`config.mk`:
```
export PLATFORM = sky130hd
export DESIGN_NAME = bpf_queue
export DESIGN_NICKNAME = d
export VERILOG_FILES = /design/src/design/bpf_pkg.sv /design/src/design/bpf_queue.sv
export SDC_FILE = /design/constraint.sdc
export NUM_CORES = 1
export LEC_CHECK = 0
export BUFFER_PORTS_ARGS = -buffer_cell sky130_fd_sc_hd__buf_2
export CAP_MARGIN = 5
export CELL_PAD_IN_SITES_DETAIL_PLACEMENT = 0
export CELL_PAD_IN_SITES_GLOBAL_PLACEMENT = 2
export CORE_ASPECT_RATIO = 0.9
export CORE_UTILIZATION = 38
export CTS_CLUSTER_DIAMETER = 200
export CTS_CLUSTER_SIZE = 14
export DETAILED_ROUTE_END_ITERATION = 10
export GPL_TIMING_DRIVEN = 0
export HOLD_SLACK_MARGIN = 0.1
export PLACE_DENSITY = 0.89
export SYNTH_ARGS = -nofsm -noshare
export SYNTH_HDL_FRONTEND = slang
export SYNTH_SLANG_ARGS = --single-unit
```
`constraint.sdc`:
```
create_clock -name clk_i -period 11.5 [get_ports clk_i]
set_input_delay 1.15 -clock clk_i [delete_from_list [all_inputs] [get_ports clk_i]]
set_output_delay 1.15 -clock clk_i [all_outputs]
set_load 0.05 [all_outputs]
```
`src/design/bpf_pkg.sv`:
```
// Package of the path flattener: coordinate, opcode, result-kind and job types,
// the back-end state encoding and shared constants. No dependencies.
`default_nettype none
package bpf_pkg;

  localparam int unsigned MAX_SEGMENTS = 63;
  localparam int unsigned CW           = 20;

  localparam logic [15:0] FLAT_RESET = 16'd64;
  localparam logic        CFG_IDX_FLATNESS = 1'b0;
  localparam logic [1:0]  SP_TWO     = 2'd2;

  typedef logic signed [CW-1:0] coord_t;

  typedef enum logic [2:0] {
    OP_MOVE  = 3'd0,
    OP_LINE  = 3'd1,
    OP_QUAD  = 3'd2,
    OP_CUBIC = 3'd3,
    OP_CLOSE = 3'd4,
    OP_CLEAR = 3'd5
  } opcode_e;

  typedef enum logic [1:0] {
    KIND_FIRST = 2'd0,
    KIND_NEXT  = 2'd1,
    KIND_CLOSE = 2'd2
  } kind_e;

  typedef enum logic [1:0] {
    ACT_LINE,
    ACT_QUAD,
    ACT_CUBIC,
    ACT_CLOSE
  } act_e;

  // One unit of back-end work. For a line only px/py[0] (open point) and [3]
  // (end) matter; for a quadratic [0..2]; for a close [0] holds the start.
  typedef struct packed {
    logic             open;
    act_e             act;
    coord_t [3:0]     px;
    coord_t [3:0]     py;
  } job_t;

  typedef struct packed {
    logic push;
    job_t job;
  } qwr_t;

  typedef enum logic [4:0] {
    BK_IDLE, BK_OPEN, BK_LINE, BK_CLOSE,
    BK_DIFF, BK_SQA, BK_SQB, BK_NEED,
    BK_NSQ, BK_N4, BK_PROD, BK_CMP,
    BK_DEN2, BK_DEN3,
    BK_AB, BK_W, BK_ACC, BK_NUM, BK_DIV, BK_EMIT
  } back_state_e;

endpackage
`default_nettype wire

```
`src/design/bpf_queue.sv`:
```
// Two-entry job queue between the decoder and the evaluator of the path
// flattener. Uses bpf_pkg for the job type.
`default_nettype none
module bpf_queue (
  input  wire logic          clk_i,
  input  wire logic          rst_ni,
  input  wire bpf_pkg::qwr_t wr_i,
  input  wire logic          pop_i,
  output bpf_pkg::job_t      head_o,
  output logic               empty_o,
  output logic               full_o
);
  import bpf_pkg::*;

  job_t       mem_q [2];
  logic       wp_q, rp_q;
  logic [1:0] cnt_q;

  assign head_o  = mem_q[rp_q];
  assign empty_o = (cnt_q == 2'd0);
  assign full_o  = (cnt_q == 2'd2);

  always_ff @(posedge clk_i) begin
    if (wr_i.push) begin
      mem_q[wp_q] <= wr_i.job;
    end
  end

  always_ff @(posedge clk_i or negedge rst_ni) begin
    if (!rst_ni) begin
      wp_q <= 1'b0; rp_q <= 1'b0; cnt_q <= '0;
    end else begin
      if (wr_i.push) wp_q <= ~wp_q;
      if (pop_i) rp_q <= ~rp_q;
      cnt_q <= cnt_q + {1'b0, wr_i.push} - {1'b0, pop_i};
    end
  end

`ifndef SYNTHESIS
  a_no_overflow: assert property (@(posedge clk_i) disable iff (!rst_ni)
    full_o |-> !wr_i.push || pop_i) else $error("job queue overflow");
  a_no_underflow: assert property (@(posedge clk_i) disable iff (!rst_ni)
    empty_o |-> !pop_i) else $error("job queue underflow");
  a_cnt_range: assert property (@(posedge clk_i) disable iff (!rst_ni)
    cnt_q != 2'd3) else $error("job queue count out of range");
`endif

endmodule
`default_nettype wire

```
Word level (Yosys, flattened, before mapping)
Memory sizes are Yosys's and may differ from the RTL's.
Cells that the tools add are included.
{ "totals": {"memories": 1, "register_bits": 4, "output_inout_bits": 165, "ram_bits": 326, "wordCells": 12, "input_bits": 167} }
{ "op_classes": {"eq_ne": 1, "muxes": 2, "n_bitwise": 2, "addsub": 2, "reduce_logical": 1} }
{ "memory_table": {"columns": ["name", "depth", "width", "read_ports", "rd_clocked_by_memory_dff", "wr", "line_no", "text"], "rows": [
  ["mem_q", 2, 163, 1, 0, 1, "bpf_queue.sv:15", "job_t mem_q [2];"]
]} }
{ "op_table": {"columns": ["op", "count"], "rows": [
  ["$add 2x1->2", 1],
  ["$eq 2x2->1 const B", 1],
  ["$logic_not 2->1", 1],
  ["$mux 1", 2],
  ["$not 1->1", 2],
  ["$sub 2x1->2", 1]
]} }

Longest topological paths before layout
{ "depth": {"ltp_word": 2, "ltp_mapped": 5, "ltp_nobuf": 5} }

Worst setup path after synthesis
OpenSTA, ideal clock, no wires.
{ "synth_path": {"path_kind": "input to register", "from": "in wr_i[163] (netlist bit)", "to": "mem mem_q[0][0] (netlist bit), enable pin", "path_buffers": 0, "arrival_time_ns": 8.193, "slack_ns": 2.599, "path_stages": 1, "setup_time_ns": 0.708, "t_required_ns": 10.792, "cell_sequence": "nor2b_1"} }
{ "synth_between": {"elab_chain_len": 2} }
{ "synth_lines": {"columns": ["element", "line_no", "text"], "rows": [
  ["from (decl)", "bpf_queue.sv:7", "input wire bpf_pkg::qwr_t wr_i,"],
  ["$mux 1", "bpf_queue.sv:24", "if (wr_i.push) begin"],
  ["$mux 1 (not written as such)", "bpf_queue.sv:25", "mem_q[wp_q] <= wr_i.job;"],
  ["to (decl)", "bpf_queue.sv:15", null]
]} }
No other way between the ends.

==> reports/qor.csv <==
stage,metric,value,unit
global_routing,grt_start_max_net_pins,61,
timing,slew_headroom,39.2,%
synth,yosys.cell_count.top_type,edfxtp_1,
synth,synth-main-ff-cell,edfxtp_1,
drt,vias,6049,
clock_tree,postCtsSetupBuffers,0,
min_path,hold_class,primary input to asynchronous set/reset pin,
critical_path,critPathMaxStageDelay,380,ps
critical_path,cp_cell_sequence,buf_6 > clkbuf_8 > mux2_2 > buf_2,
clock_tree,cts_hold_buf,0,
clock_tree,worstSkewPairLatency,530,ps
synth,synth_cells,522,
pwr,power.density,288,nW/µm²
clock_tree,clk_pin_slew_worst_paths,60,ps
synth,synth_seq_cells,330,
drt,ant_nets,0,
critical_path,critical_path_class,flip-flop to output port,
synth,yosysTopAreaCell,edfxtp_1,
floorplanning,die_x,190,µm
clock_tree,cts_root_buf,clkbuf_16,
pwr,ir_drop,0.000155,V
final_layout,area_delta_synth_final,25.9,%
synth,synth-edff-count,326,
synth,synth_common_cells,"edfxtp_1 (326), mux2_2 (163), clkbuf_8 (12)",
placement,hpwl,16300,µm
final_layout,drive_gt1_share,60.4,%
synth,synthArstFlopShare,1.21,%
drt,dr.pass1.iters,4,
critical_path,cp_num_buf_inv,3,
clock_tree,cts_sinks,330,
drt,drt_iter0_drc,237,
drt,remaining_drc_errors,0,
timing,worst_clock_skew,5.65,ps
critical_path,cp-start-kind,flip-flop,
global_routing,grtUsageMet1,16.9,%
floorplanning,rows,61,
global_routing,grt_antenna_before_repair,2,
critical_path,critPathArrivalTime,1940,ps
floorplanning,coreArea,31100,µm²
floorplanning,die_height,171,µm
placement,placed_area,14400,µm²
synth,syn_nets,691,
drt,wl,23700,µm
timing,rsz0062_at_grt,false,
timing,finalSetupViolCount,0,
timing,slew_viol_final,0,
synth,avgSynthCellArea,23.1,µm²
timing,finalSetupTns,0,ps
placement,numPortBuffers,331,
floorplanning,die_area,32400,µm²
clock_tree,htreeDepth,1,
global_routing,grt-busiest-layer,met2,
synth,yosys_warnings,0,
clock_tree,cts_tree,done,
pwr,p_leak,5.68,nW
timing,fmax,323,MHz
clock_tree,clock_path_buffers,3,
final_layout,regArea,9890,µm²
final_layout,multi_input_area,1930,µm²
synth,synth_top_area_share,81.2,%
timing,hold_violations,0,
timing,fin_crit,3090,ps
synth,seq_area_frac_synth,82.0,%
synth,synth_area_leaders,"edfxtp_1 (81%), mux2_2 (15%), clkbuf_8 (1.4%)",
floorplanning,io_pins,332,
critical_path,path_max_fanout,10,
clock_tree,numCtsBuffers,27,
critical_path,cp-end-kind,output port,
critical_path,critPathTopFamily,buffers and inverters,
final_layout,fillCellCount,2657,
global_routing,use_met3,4.18,%
global_routing,grt_remaining_overflow,0,
run,maxCapViolations,0,
timing,tightest_slew,911,ps
drt,via_per_inst,4.58,
global_routing,grt_pass1_wl,35200,µm
drt,post_drt_wl_per_cell,17.9,µm
floorplanning,start_util,38.8,%
synth,netlist_area,12100,µm²
critical_path,cpMaxStageDelayCell,dfrtp_1,
run_status,status,"complete, no violations",
final_layout,fin_nets,1059,
critical_path,required,10350,ps
global_routing,grt.total_usage,14.1,%
final_layout,stdcell_area,15200,µm²
timing,finalCritPeriodShare,26.9,%
placement,gp_congestion,0.720,
global_routing,grt_pass1_vias,6352,
clock_tree,cts_resized,0,
synth,synth_cell_types,12,
global_routing,grt_use_met2,24.5,%
[kinds of logic (layout without fill, tap and decap cells)]
kind of cell / after synthesis / in the layout / synth area share [%]
buffers and inverters: 20 / 408 / 1.99
other: 0 / 1 / 0
XOR/XNOR: 3 / 3 / 0.343
flip-flops: 330 / 330 / 82.0
multiplexers: 163 / 163 / 15.2
AND/OR/NAND/NOR: 4 / 4 / 0.187
adder cells (fa/ha/maj): 2 / 2 / 0.208
[state kept, by name, summed over array words and instances (netlist names)]
register and cells:
mem_q 326, cnt_q 2, rp_q 1, wp_q 1
[area by class of cell]
| class | count | area share [%] |
|---|---|---|
| repair buffers | 339 | 12.1 |
| inverters | 2 | 0.0495 |
| plain buffers | 18 | 1.53 |
| multi-input cells | 172 | 12.7 |
| flip-flops and latches | 330 | 65.1 |
| clock buffers | 48 | 4.97 |
| well taps | 409 | 3.37 |
| diodes | 1 | 0.0165 |
| clock inverters | 1 | 0.0577 |
[stage by stage]
step	worst slack [ps]	util [%]	hold WS, ps	total power, mW	instances
after floorplan	2600	-	455	3.17	522
after global placement	-2090	45.8	469	3.62	1262
after detailed placement	8660	46.4	550	3.58	1270
after CTS	8330	48.9	383	4.42	1319
after global routing	8300	48.9	394	4.54	1320
final	8410	48.9	418	4.37	1320
[power breakdown]
| part | switching, mW | internal (mW) | total, mW |
|---|---|---|---|
| Clock | 0.390 | 0.441 | 0.831 |
| Combinational | 1.34 | 0.553 | 1.89 |
| Sequential | 0.0481 | 1.59 | 1.64 |
[layout by cell type (no fill, tap or decap)]
cell / instances
edfxtp_1: 326
inv_1: 2
clkbuf_8: 12
xor3_1: 1
buf_2: 331
dfrtp_1: 4
buf_6: 6
xor2_1: 2
buf_16: 3
clkinv_4: 1
and2_4: 1
nor2_1: 1
buf_12: 5
diode_2: 1
mux2_2: 163
ha_1: 2
clkbuf_16: 27
clkbuf_1: 21
nor2b_4: 1
nor2b_1: 1
[worst reg2reg max path, cell delays in order (launching register included)]
cell     delay (ps)
dfrtp_1         450
and2_4          790
buf_16          360
[routing by layer]
| layer | vias to the layer above | part of all wire [%] |
|---|---|---|
| li1 | 2813 | - |
| met1 | 2980 | 40 |
| met3 | 31 | 8.0 |
| met5 | - | 0 |
| met2 | 225 | 50 |
| met4 | 0 | 2.6 |
[final timing paths]
kind / depth (start not counted) / endpoint / startpoint / slack, ps
setup / recovery: 4 / head_o[84] / rp_q / 8410
hold / removal: 1 / rp_q / rst_ni / 420
setup reg to reg: 2 / mem_q[1][61] / wp_q / 9500
hold reg to reg: 1 / wp_q / wp_q / 580
max in group asynchronous: 1 / cnt_q[1] / rst_ni / 10960
min in group clk_i: 1 / wp_q / wp_q / 580
Power figures use the tool's default switching activity.
