===== config.mk =====
export PLATFORM = sky130hd
export DESIGN_NAME = bpf_front
export DESIGN_NICKNAME = d
export VERILOG_FILES = /design/src/design/bpf_pkg.sv /design/src/design/bpf_front.sv
export SDC_FILE = /design/constraint.sdc
export NUM_CORES = 1
export LEC_CHECK = 0
export ABC_CLOCK_PERIOD_IN_PS = 7000
export BUFFER_PORTS_ARGS = -buffer_cell sky130_fd_sc_hd__buf_2
export CAP_MARGIN = 25
export CORE_MARGIN = 5
export CORE_UTILIZATION = 30
export DETAILED_ROUTE_END_ITERATION = 12
export PLACE_DENSITY_LB_ADDON = 0.2
export SLEW_MARGIN = 10
export SYNTH_ARGS = -nofsm -noshare
export SYNTH_HDL_FRONTEND = slang
export SYNTH_SLANG_ARGS = --single-unit

===== constraint.sdc =====
create_clock -name clk_i -period 7 [get_ports clk_i]
set_input_delay 2.1 -clock clk_i [delete_from_list [all_inputs] [get_ports clk_i]]
set_output_delay 2.1 -clock clk_i [all_outputs]
set_load 0.005 [all_outputs]

===== src/design/bpf_pkg.sv =====
// Package of the path flattener: coordinate, opcode, result-kind and job types,
// the back-end state encoding and shared constants. No dependencies.
`default_nettype none
package bpf_pkg;

  localparam int unsigned MAX_SEGMENTS = 63;
  localparam int unsigned CW           = 20;

  localparam logic [15:0] FLAT_RESET = 16'd64;
  localparam logic        CFG_IDX_FLATNESS = 1'b0;
  localparam logic [1:0]  SP_TWO     = 2'd2;

  typedef logic signed [CW-1:0] coord_t;

  typedef enum logic [2:0] {
    OP_MOVE  = 3'd0,
    OP_LINE  = 3'd1,
    OP_QUAD  = 3'd2,
    OP_CUBIC = 3'd3,
    OP_CLOSE = 3'd4,
    OP_CLEAR = 3'd5
  } opcode_e;

  typedef enum logic [1:0] {
    KIND_FIRST = 2'd0,
    KIND_NEXT  = 2'd1,
    KIND_CLOSE = 2'd2
  } kind_e;

  typedef enum logic [1:0] {
    ACT_LINE,
    ACT_QUAD,
    ACT_CUBIC,
    ACT_CLOSE
  } act_e;

  // One unit of back-end work. For a line only px/py[0] (open point) and [3]
  // (end) matter; for a quadratic [0..2]; for a close [0] holds the start.
  typedef struct packed {
    logic             open;
    act_e             act;
    coord_t [3:0]     px;
    coord_t [3:0]     py;
  } job_t;

  typedef struct packed {
    logic push;
    job_t job;
  } qwr_t;

  typedef enum logic [4:0] {
    BK_IDLE, BK_OPEN, BK_LINE, BK_CLOSE,
    BK_DIFF, BK_SQA, BK_SQB, BK_NEED,
    BK_NSQ, BK_N4, BK_PROD, BK_CMP,
    BK_DEN2, BK_DEN3,
    BK_AB, BK_W, BK_ACC, BK_NUM, BK_DIV, BK_EMIT
  } back_state_e;

endpackage
`default_nettype wire


===== src/design/bpf_front.sv =====
// Command decoder of the path flattener: keeps the current point, subpath start
// and subpath flags, and turns drawing commands into jobs. Uses bpf_pkg.
`default_nettype none
module bpf_front (
  input  wire logic           clk_i,
  input  wire logic           rst_ni,
  input  wire logic           accept_i,
  input  wire logic [2:0]     opcode_i,
  input  wire bpf_pkg::coord_t c1x_i,
  input  wire bpf_pkg::coord_t c1y_i,
  input  wire bpf_pkg::coord_t c2x_i,
  input  wire bpf_pkg::coord_t c2y_i,
  input  wire bpf_pkg::coord_t ex_i,
  input  wire bpf_pkg::coord_t ey_i,
  output bpf_pkg::qwr_t       wr_o
);
  import bpf_pkg::*;

  coord_t     cur_x_q, cur_y_q, st_x_q, st_y_q;
  coord_t     cur_x_d, cur_y_d, st_x_d, st_y_d;
  logic       pending_q, pending_d, started_q, started_d;
  logic [1:0] sp_q, sp_d;
  logic       open_c;

  always_comb begin
    cur_x_d   = cur_x_q;
    cur_y_d   = cur_y_q;
    st_x_d    = st_x_q;
    st_y_d    = st_y_q;
    pending_d = pending_q;
    started_d = started_q;
    sp_d      = sp_q;
    wr_o      = '0;
    open_c    = pending_q | ~started_q;
    if (accept_i) begin
      case (opcode_i)
        OP_MOVE: begin
          cur_x_d = ex_i; cur_y_d = ey_i; st_x_d = ex_i; st_y_d = ey_i;
          pending_d = 1'b1;
        end
        OP_LINE, OP_QUAD, OP_CUBIC: begin
          if (opcode_i == OP_LINE && !started_q && !pending_q) begin
            // A line on a fresh path behaves as a move.
            cur_x_d = ex_i; cur_y_d = ey_i; st_x_d = ex_i; st_y_d = ey_i;
            pending_d = 1'b1;
          end else begin
            wr_o.push       = 1'b1;
            wr_o.job.open   = open_c;
            wr_o.job.act    = (opcode_i == OP_LINE) ? ACT_LINE :
                              (opcode_i == OP_QUAD) ? ACT_QUAD : ACT_CUBIC;
            wr_o.job.px[0]  = cur_x_q;
            wr_o.job.py[0]  = cur_y_q;
            wr_o.job.px[1]  = c1x_i;
            wr_o.job.py[1]  = c1y_i;
            wr_o.job.px[2]  = (opcode_i == OP_CUBIC) ? c2x_i : ex_i;
            wr_o.job.py[2]  = (opcode_i == OP_CUBIC) ? c2y_i : ey_i;
            wr_o.job.px[3]  = ex_i;
            wr_o.job.py[3]  = ey_i;
            // Every drawing command adds at least one point after the open
            // point, so the saturating count always ends at two.
            started_d = 1'b1;
            pending_d = 1'b0;
            sp_d      = SP_TWO;
            cur_x_d   = ex_i;
            cur_y_d   = ey_i;
          end
        end
        OP_CLOSE: begin
          if (!pending_q && started_q && sp_q == SP_TWO) begin
            wr_o.push      = 1'b1;
            wr_o.job.act   = ACT_CLOSE;
            wr_o.job.px[0] = st_x_q;
            wr_o.job.py[0] = st_y_q;
          end
          cur_x_d = st_x_q; cur_y_d = st_y_q;
          pending_d = 1'b1;
        end
        OP_CLEAR: begin
          cur_x_d = '0; cur_y_d = '0; st_x_d = '0; st_y_d = '0;
          pending_d = 1'b0; started_d = 1'b0; sp_d = '0;
        end
        default: begin
        end
      endcase
    end
  end

  always_ff @(posedge clk_i or negedge rst_ni) begin
    if (!rst_ni) begin
      cur_x_q <= '0; cur_y_q <= '0; st_x_q <= '0; st_y_q <= '0;
      pending_q <= 1'b0; started_q <= 1'b0; sp_q <= '0;
    end else begin
      cur_x_q <= cur_x_d; cur_y_q <= cur_y_d; st_x_q <= st_x_d; st_y_q <= st_y_d;
      pending_q <= pending_d; started_q <= started_d; sp_q <= sp_d;
    end
  end

endmodule
`default_nettype wire


**Word level (Yosys, flattened, before mapping)**

Index checks and enable logic that the tools add are counted.

- Mux-type cells: 29
- Bitwise gates (word level): 2
- Reduce and logical (&&, ||, !) cells: 18
- Eq/ne operators: 8

Operators with widths:

| kind | count |
|---|---|
| two-way mux 164 bit | 2 |
| one-hot mux 20 bit (3 select lines) | 4 |
| two-way mux 20 bit | 6 |
| two-way mux 60 bit | 2 |
| one-hot mux 20 bit (2 select lines) | 2 |
| nonzero test 3 bit | 3 |
| two-way mux 2 bit | 4 |
| one-hot mux 2 bit (2 select lines) | 2 |
| == test 3 x 2 -> 1 bit (second input constant) | 2 |
| == test 3 bit (second input constant) | 2 |
| AND reduction 3 bit | 2 |
| logical AND 1 bit | 4 |
| two-way mux 1 bit | 4 |
| inequality test 2 bit (second input constant) | 2 |
| one-hot mux 1 bit (2 select lines) | 2 |
| AND reduction 2 bit | 2 |
| OR reduction 4 bit | 1 |
| == test 3 x 1 -> 1 bit (second input constant) | 1 |
| logical NOT 3 bit | 1 |
| one-hot mux 1 bit (3 select lines) | 1 |
| OR reduction 3 bit | 1 |
| == test 2 bit (second input constant) | 1 |
| logical NOT 1 bit | 2 |
| nonzero test 2 bit | 1 |
| other kinds (3) | 3 |

- Register bits after elaboration: 84

**Longest topological paths before layout**

- Word-level depth: 6
- Depth in mapped cells: 6
- Gate-level depth less buffers: 3

**Least setup slack after synthesis**

OpenSTA, ideal clock, no wires.

- Kind: input -> output
- From: input port opcode_i[0]
- To: output port wr_o[100] (netlist bit)
- Data arrival time: 3.028 ns
- Data required time: 4.900 ns
- Stages on the path: 6
- Buffers on the path: 3
- Setup slack: 1.872 ns
- Cells stage by stage: buf_2 o21a_1 buf_2 o211a_4 clkbuf_2 and2_1

RTL lines:

| item | RTL line | text |
|---|---|---|
| start: declaration | bpf_front.sv:8 | `input wire logic [2:0] opcode_i,` |
| end: declaration | bpf_front.sv:15 | `output bpf_pkg::qwr_t wr_o` |

==> flow_metrics.py <==
metrics = {
    "run_status": {
        "status": "completed",
    },
    "timing": {
        "relSlewSlack_pct": 30.17,
        "drv_slew": 0,
        "setup_viol": 0,
        "finalHoldViolations": 0,
        "fin_crit_sh_pct": 87.80,
        "tightest_slew_ps": 1047,
        "tns_ps": 0,
        "rsz0062_at_grt": "false",
        "fmax_ghz": 0.1627,
        "fin_crit_ps": 6146,
        "clock_skew_ps": 8.636,
    },
    "job": {
        "maxCapViolCount": 0,
    },
    "route": {
        "met2WireLength_um": 11300,
        "num_vias": 6285,
        "wl_um": 22940,
        "dr.pass1.iters": 5,
        "drtIter0Drc": 353,
        "drc_errors": 0,
        "vias_per_cell": 5.156,
        "wl_met3_um": 1533,
        "drt-met1-wl_um": 9825,
        "ant_nets": 0,
        "highest_layer": "met4",
        "wl_per_cell_um": 18.82,
    },
    "clocking": {
        "ctsHoldBuffers": 0,
        "cts_resized": 0,
        "cts.clk_slew.worst_paths_ps": 60,
        "h-tree-depth": 3,
        "cts_setup_buffers": 0,
        "cts_buffer_depth": 2,
        "cts_sinks": 82,
        "cts_tree": "built",
        "insertion_delay_ps": 340,
        "cts_buffers": 9,
        "cts_root_buf": "clkbuf_16",
    },
    "grt": {
        "grt_pass1_vias": 6165,
        "grt_overflow": 0,
        "antenna_found_initial": 0,
        "grt_max_degree": 81,
        "grt_use_total_pct": 19.82,
        "grt_pass1_wl_um": 35000,
    },
    "worst_setup_path": {
        "cp_max_fo": 39,
        "crit_family": "buffers and inverters",
        "crit_type": "in -> out",
        "worstPathCellList": "buf_2 -> nand3b_1 -> buf_4 -> nand2_1 -> a21oi_1 -> buf_2",
        "critPathBufInv": 3,
        "end_kind": "primary output",
        "cp.required_ps": 4900,
        "cpMaxStageDelayCell": "nand3b_1",
        "worstSetupStartpointType": "primary input",
        "arrival_ps": 4050,
        "cpMostUsedCell": "buf_2",
        "cpPeakStageDelay_ps": 680,
    },
    "power_and_ir_drop": {
        "peakVddDrop_mv": 0.1149,
        "power.total_uw": 1461,
        "p_leak_uw": 0.003704,
        "powerDensity_mw_per_mm2": 191.1,
    },
    "finish": {
        "fillers": 1961,
        "drive_above_1_share_pct": 34.72,
        "final_nets": 1080,
        "insertedDiodeCount": 0,
        "area_growth_pct": 32.37,
    },
    "yosys": {
        "async_reset_ff_share_pct": 100.0,
        "synth_mux_area_share_pct": 0,
        "syn_inst": 721,
        "netlist_area_mm2": 0.005774,
        "synthXorXnorAreaFrac_pct": 0,
        "synth_top_family_by_area": "simple AND/OR/NAND/NOR gates",
        "ys_types": 34,
        "synth_edf_count": 0,
        "synth_nets": 847,
        "yosys.area_share.adder_pct": 0,
        "synth_compound_area_share_pct": 27.24,
        "ys_seq_area_share_pct": 35.54,
        "synth-warning-count": 0,
        "synth-simple-area-share_pct": 30.16,
        "ys.flop_type": "dfrtp_1",
        "ys_seq_elements": 82,
        "avgSynthCellArea_um2": 8.009,
    },
    "floorplan": {
        "rows": 50,
        "die_y_um": 148.7,
        "dieArea_mm2": 0.02212,
        "die_w_um": 148.7,
        "core_area_mm2": 0.01883,
        "start_util_pct": 30.66,
        "num_io_pins": 290,
    },
    "placed_design": {
        "dp.final_hpwl_um": 15550,
        "port_buffers": 289,
        "place_congestion": 0.7856,
    },
    "min_path": {
        "min_path_type": "reg -> reg",
    },
}
[state kept, by name, indices dropped and copies added (netlist names)]
signal / count
st_x_q: 20
started_q: 1
pending_q: 1
st_y_q: 20
cur_x_q: 20
cur_y_q: 20
[through the flow]
step	hold slack, ps	worst slack (ps)	area [µm²]	cells	utilization, %
floorplan	488.0	1872	5774	721	-
global placement	506.8	863.3	7323	1203	38.89
detailed placement	509.2	832.6	7323	1203	38.89
CTS	527.2	826.6	7644	1219	40.59
global route	535.8	701.6	7644	1219	40.59
finish	526.1	853.8	7644	1219	40.59
[tightest hold or removal path: cells and delay by family, from the launching register on]
| family | cells | cell delay [ps] |
|---|---|---|
| flops | 1 | 340 |
| simple gates | 1 | 50 |
| compound gates | 1 | 100 |
[Yosys cell counts, types with 2 or more instances]
| library cell | n | area (µm²) |
|---|---|---|
| a21oi_1 | 165 | 825.8 |
| a22o_1 | 40 | 350.3 |
| and2_1 | 80 | 500.5 |
| buf_2 | 42 | 210.2 |
| buf_4 | 3 | 22.52 |
| clkbuf_1 | 32 | 120.1 |
| clkbuf_2 | 8 | 40.04 |
| dfrtp_1 | 82 | 2052 |
| inv_1 | 2 | 7.510 |
| nand2_1 | 82 | 307.8 |
| nand2b_1 | 2 | 12.51 |
| nand3b_1 | 41 | 307.8 |
| nor2_1 | 40 | 150.1 |
| nor4bb_1 | 40 | 400.4 |
| o211ai_1 | 41 | 307.8 |
| o21ai_0 | 3 | 15.01 |
[layout make-up]
| type | count | area [µm²] | share of cell area (%) |
|---|---|---|---|
| Clock inverter | 5 | 77.57 | 1.015 |
| Timing Repair Buffer | 308 | 1594 | 20.85 |
| Sequential cell | 82 | 2052 | 26.85 |
| Multi-Input combinational cell | 550 | 3341 | 43.71 |
| Inverter | 3 | 11.26 | 0.1473 |
| Clock buffer | 11 | 242.7 | 3.176 |
| Tap cell | 260 | 325.3 | 4.256 |
[where the power goes]
part           switching [µW]  internal, µW
logic                     192           157
registers                47.4           544
clock network             199           321
total                     438          1020
[cells in the final DEF, fill, tap and decap left out, types with 9 or more instances in the layout]
master,Yosys,routed
a22o_1,40,40
buf_4,3,21
nand3b_1,41,41
clkbuf_16,0,9
and2_1,80,80
nor2_1,40,40
buf_2,42,287
nor4bb_1,40,40
a21oi_1,165,165
dfrtp_1,82,82
nand2_1,82,82
o211ai_1,41,41
[per-layer routing]
layer  vias to the layer above  track usage [%]
met1                      2988            25.47
met5                         -                0
li1                       3039                -
met4                         0            5.080
met3                        18            3.677
met2                       240            34.42
[worst paths after layout]
kind                          endpoint  cells past startpoint  slack (ps)   startpoint
max                          wr_o[128]                      6         850  opcode_i[0]
min                         cur_y_q[5]                      2         530   cur_y_q[5]
max reg2reg                 st_y_q[14]                      3        5120    started_q
min reg2reg                 cur_y_q[5]                      2         530   cur_y_q[5]
max in group asynchronous   st_y_q[19]                      2        4240       rst_ni
min in group asynchronous  cur_x_q[14]                      1        1680       rst_ni
[cells by family (layout without fill, tap and decap cells)]
kind of cell / after synthesis / in the layout
buf+inv: 89 / 327
simple gates: 293 / 293
compound gates: 257 / 257
flops: 82 / 82
Power figures use the tool's default switching activity.
